===== config.mk =====
export PLATFORM = sky130hd
export DESIGN_NAME = sic_ctrl
export DESIGN_NICKNAME = d
export VERILOG_FILES = /design/src/hw/rtl/sic_pkg.sv /design/src/hw/rtl/sic_ctrl.sv
export SDC_FILE = /design/constraint.sdc
export NUM_CORES = 1
export LEC_CHECK = 0
export BUFFER_PORTS_ARGS = -buffer_cell sky130_fd_sc_hd__clkbuf_2
export CAP_MARGIN = 15
export CORE_AREA = 3 3 40 42
export DETAILED_ROUTE_END_ITERATION = 10
export DIE_AREA = 0 0 43 45
export HOLD_SLACK_MARGIN = 0.05
export SETUP_SLACK_MARGIN = 0.5
export SYNTH_ARGS = -nofsm -noshare
export SYNTH_HDL_FRONTEND = slang
export SYNTH_SLANG_ARGS = --single-unit

===== constraint.sdc =====
create_clock -name clk -period 1.88 [get_ports clk]
set_clock_uncertainty 0.15 [all_clocks]
set_input_delay 0.094 -clock clk [delete_from_list [all_inputs] [get_ports clk]]
set_output_delay 0.094 -clock clk [all_outputs]
set_load 0.005 [all_outputs]

===== src/hw/rtl/sic_pkg.sv =====
// shared types and constants of the sorted intersection counter
package sic_pkg;

  // payload widths fixed by the channel definition
  localparam int CMD_W       = 2;
  localparam int IN_ID_W     = 32;
  localparam int OUT_COUNT_W = 11;

  // command codes
  localparam logic [CMD_W-1:0] CMD_LOAD_A  = 2'd0;
  localparam logic [CMD_W-1:0] CMD_LOAD_B  = 2'd1;
  localparam logic [CMD_W-1:0] CMD_COMPUTE = 2'd2;

  // controller to datapath commands
  typedef struct packed {
    logic append_a;  // write element at the end of list a
    logic append_b;  // write element at the end of list b
    logic start;     // capture excluded ids, rewind pointers, zero the count
    logic step;      // one merge step on the registered read data
    logic finish;    // load the result register, empty both lists
  } dp_cmd_t;

  // datapath to controller status
  typedef struct packed {
    logic more;      // both pointers inside their lists and the excluded ids differ
    logic out_free;  // result register can take a new result
  } dp_status_t;

endpackage


===== src/hw/rtl/sic_ctrl.sv =====
// controller state machine of the sorted intersection counter
module sic_ctrl
  import sic_pkg::*;
(
  input  logic             clk,
  input  logic             rst_n,
  input  logic             in_valid,
  input  logic [CMD_W-1:0] in_command,
  output logic             in_ready,
  input  dp_status_t       status,
  output dp_cmd_t          cmd
);

  typedef enum logic [3:0] {
    S_IDLE  = 4'b0001,
    S_PRIME = 4'b0010,
    S_WALK  = 4'b0100,
    S_DONE  = 4'b1000
  } state_t;

  state_t state_r;
  state_t state_nxt;

  // next state and command decode
  always_comb begin
    state_nxt = state_r;
    cmd       = '0;
    in_ready  = 1'b0;
    unique case (state_r)
      S_IDLE: begin
        in_ready = 1'b1;
        if (in_valid) begin
          unique case (in_command)
            CMD_LOAD_A: cmd.append_a = 1'b1;
            CMD_LOAD_B: cmd.append_b = 1'b1;
            CMD_COMPUTE: begin
              cmd.start = 1'b1;
              state_nxt = S_PRIME;
            end
            default: ;
          endcase
        end
      end
      // first reads of both lists are in flight
      S_PRIME: state_nxt = S_WALK;
      S_WALK: begin
        if (status.more) begin
          cmd.step = 1'b1;
        end else begin
          state_nxt = S_DONE;
        end
      end
      // wait for the result register to drain
      S_DONE: begin
        if (status.out_free) begin
          cmd.finish = 1'b1;
          state_nxt  = S_IDLE;
        end
      end
      default: state_nxt = S_IDLE;
    endcase
  end

  // state register
  always_ff @(posedge clk) begin
    if (!rst_n) begin
      state_r <= S_IDLE;
    end else begin
      state_r <= state_nxt;
    end
  end

endmodule


== Word level (Yosys, flattened, before mapping) ==
Index checks and enable logic that the tools add are counted.
Widths: inputs -> output; s select.
Storage, ports and cells
  register bits: 4
  latch bits: 0
  memory bits (writable): 0
  ROM bits: 0
  input bits: 7
  output and inout port bits: 6
  logic and storage cells: 28
  memories: 0
Cells by class
  add/sub/neg operators: 0
  multipliers: 0
  divide/modulo/power cells: 0
  magnitude comparators: 0
  equal/unequal tests: 10
  shift-type cells: 0
  muxes and demuxes: 15
  bitwise operators: 0
  reductions and logical operators: 2
Operator list (number)
  $mux 4: 4
  $pmux 4 s4: 1
  $mux 1: 8
  $mux 3: 2
  $ne 2x2->1 const B: 3
  $eq 4x1->1 const B: 1
  $eq 4x2->1 const B: 1
  $eq 4x3->1 const B: 1
  $eq 4x4->1 const B: 1
  $reduce_and 4->1: 1
  $eq 2x1->1 const B: 1
  $eq 2x2->1 const B: 1
  $logic_not 2->1: 1
  $ne 2x1->1 const B: 1

== Longest topological paths before layout ==
  depth after elaboration: 4
  depth in mapped cells: 4
  depth with buffers taken out: 3

== Worst setup path before layout ==
OpenSTA, ideal clock, no wires.
  kind: register to register
  start: register state_r[2]
  end: register state_r[0]
  arrival: 1.070 ns
  required time: 1.607 ns
  slack: 0.537 ns
  cell stages (with the launch flop): 5
  buffers on the path: 1
  path through: dfxtp_1 -> buf_2 -> or4b_1 -> o21ai_0 -> a31oi_1
On the way
  word-level cells in the longest chain between the ends: 3
Ends and longest elaborated chain
  start: declaration: RTL line sic_ctrl.sv:21  | state_t state_r;
  start signal: assignment: RTL line sic_ctrl.sv:69  | state_r <= state_nxt;
  $eq 4x1->1 (tied with other cells): RTL line sic_ctrl.sv:29  | unique case (state_r)
  $ne 2x1->1 (no source line) or $ne 2x2->1 (tied branches)
  $reduce_and 4->1 (no source line)
Parallel ways exist; a longest one is shown, timed or not.
A chain may end at the register's enable or synchronous reset.

==> run summary <==
#FFs+latches synth -> 4
Critical path buffers and inverters -> 1
Gr ovfl total -> 0
DP HPWL -> 484.3 um
Setup violations, final -> 0
Initial antenna violation count -> 0
Routed vias/inst -> 4.578
Largest regs -> state_r (4)
Crit-path leading delay family -> simple AND/OR/NAND/NOR gates
Row cnt -> 13
Post-Layout Cell Count -> 64
Clock Path Buffers -> 2
Register area share after synthesis -> 31.07%
Clk pwr share -> 46.5%
Synth warn -> 0
Sequential group share of total power -> 35.7%
Max-cap violation count -> 0
Reg2reg setup slack -> 0.42 ns
Clk_lat worst skew -> 0.24 ns
Sum Neg Setup Slack -> 0 ns
Final Hold Fails -> 0
Worst setup SP type -> flop
Top FF cell, synth -> dfxtp_1
WP data required -> 1.64 ns
P per Cell Area -> 496.1 mW/mm2
Reg clk slew, reported paths -> 0.04 ns
Top post-synthesis cells by area -> dfxtp_1 31%, nor4b_4 9.2%, nor3b_1 8.7%, and3_1 4.9%, nor4_1 4.9%
Core area -> 0.001285 mm2
Vias in the first global route -> 316
Most frequent cell after synthesis -> dfxtp_1
Setup repair after global routing missed its margin -> yes
Syn Inst Count -> 29
H-Tree Depth -> 1
Post-synth top cells -> 4 x dfxtp_1, 3 x nand2_1, 3 x nor3b_1
Initial Util -> 20.06%
Largest register FFs -> 4
Least-Margin Pin Slew -> 0.2577 ns
IO buf count -> 12
Gpl congestion -> 0.6970
Largest net degree at the start of global routing -> 9
TritonRoute pass-1 iters -> 4
Routed len/inst -> 12.81 um
Mapped Nets -> 36
Min-delay worst type -> in2reg
Worst-path fanout max -> 3
Switching power -> 0.05764 mW
Relative slew margins -> 82.74%
Worst reg2reg path depth -> 4
Area grow syn2layout -> 83.98%
Kind of critical path -> reg2out
Post-layout instance area -> 474.2 um2
DRC Markers -> 0
Final Slew Violations -> 0
Worst EP arrival -> 1.35 ns
Aggregate routed wire length -> 820 um
Tmin final -> 1.590 ns
Tcrit/Tclk final -> 84.55%
Largest register by flop count -> state_r
Die Ht -> 45 um
Worst-path cell chain -> nor4b_4, nand2_2, nor3b_2, buf_2
Dpl cells -> 54
Number of synthesized flops with an enable pin -> 0
Yosys top cell area share -> 31.07%
Avg Cell Area, Syn -> 8.888 um2
CTS tree -> done
Die boundary width -> 43 um
Leak pwr -> 0.2170 nW
Hold Crit Depth -> 4
Yosys cell types -> 19
Area leader, netlist -> dfxtp_1
Crit end category -> primary output
Status -> completed
Internal cell power -> 0.1776 mW
Fmax -> 629.1 MHz
Antenna Violating Nets Remaining -> 0
Iter 0 DRT Violations -> 15
Ports -> 13
Number of cells on the critical path -> 4
Fraction of registers with async set/reset -> 0%
Final Net Count -> 58
CP max stage cell -> dfxtp_4
Die ar. -> 0.001935 mm2
Sw Share -> 24.50%
Synthesized area -> 257.7 um2
Layout cells sized above 1 -> 65.31%
VDD IR max -> 252.0 uV
Number of buffers created by CTS -> 3
First-pass GRT wire length -> 1.352 mm
Root Buffer -> clkbuf_4
Combinational Power Share -> 17.8%
Clock sink count -> 4
Placement-stage cell area -> 320.3 um2
Total track usage -> 10.00%
Antenna fix cells -> 0
Via count -> 293
Slowest stage delay, CP -> 0.34 ns
## layout make-up
cell class              count  area (um2)
clock buffers               3       22.52
repair buffers             19       130.1
multi-input cells          22       203.9
inverters                   1       3.754
flip-flops and latches      4       95.09
fillers                   128       810.8
well taps                  15       18.77
## worst register-to-register path: cells and delay by family (launching register included)
kind	cells	cell delay (ns)
compound gates	2	0.16
simple gates	1	0.52
buf+inv	1	0.16
flops	1	0.34
## cell usage in the layout, fill, tap and decap left out
master         netlist  layout
buf_4                0       3
o21ai_2              0       1
nor3b_1              3       1
and3b_1              1       1
or4b_4               0       1
clkbuf_2             0       8
nor4b_4              1       1
nand2_1              3       2
buf_6                1       2
mux2i_1              1       1
dlygate4sd3_1        0       3
buf_2                1       3
nor4_2               0       1
clkbuf_4             0       3
nor2_1               2       2
and3_1               2       2
a31oi_1              1       1
nor3_2               0       1
nor3b_2              0       2
dfxtp_4              0       4
a21oi_1              1       1
inv_1                1       1
nand2_2              0       1
nor4b_1              1       1
nor4_4               0       1
xnor2_1              1       1
## metal layers
layer	wire [um]	GRT usage (%)	up-vias	part of all wire [%]
met2	403	13.17	12	49
met3	53	7.171	2	6.5
li1	-	-	148	-
met5	0	0	-	0
met4	16	9.639	0	2.0
met1	346	10.14	131	42
## final timing paths
| path | end | start |
|---|---|---|
| max reg2reg | state_r[0] | state_r[2] |
| min | state_r[3] | status[0] |
| max | cmd[3] | state_r[1] |
| min reg2reg | state_r[3] | state_r[0] |
## through the flow
stage	setup WS [ns]	util, %	hold WS, ns	power, mW
after CTS	0.3227	33.69	0.08038	0.2324
after floorplan	0.5369	-	0.05137	0.1016
after global routing	0.2068	36.90	0.1289	0.2554
after global placement	0.4874	24.93	0.1915	0.1137
final	0.2904	36.90	0.08922	0.2352
after detailed placement	0.4284	24.93	0.1968	0.1145
## power by group through the flow
stage	combinational (mW)	clock [mW]	sequential, mW
2_1_floorplan	0.0128	0	0.0888
4_1_cts	0.0351	0.113	0.0846
5_1_grt	0.0461	0.125	0.0840
3_5_place_dp	0.0241	0	0.0904
3_3_place_gp	0.0234	0	0.0903
6_report	0.0419	0.109	0.0839
## what timing repair did
item	in CTS	in global routing
setup endpoints to repair	6	8
setup buffers	3	1
endpoints found under the hold margin	4	0
hold buffers	3	0
pin swaps	5	3
gates resized for setup	13	10
## logic make-up after synthesis
group	Yosys count	share of synthesized area, %
compound gates	3	6.309
xor+xnor	1	3.399
buf+inv	3	7.763
flops	4	31.07
mux	1	3.884
simple gates	17	47.57
No activity file was read; power rests on OpenSTA's default activity.
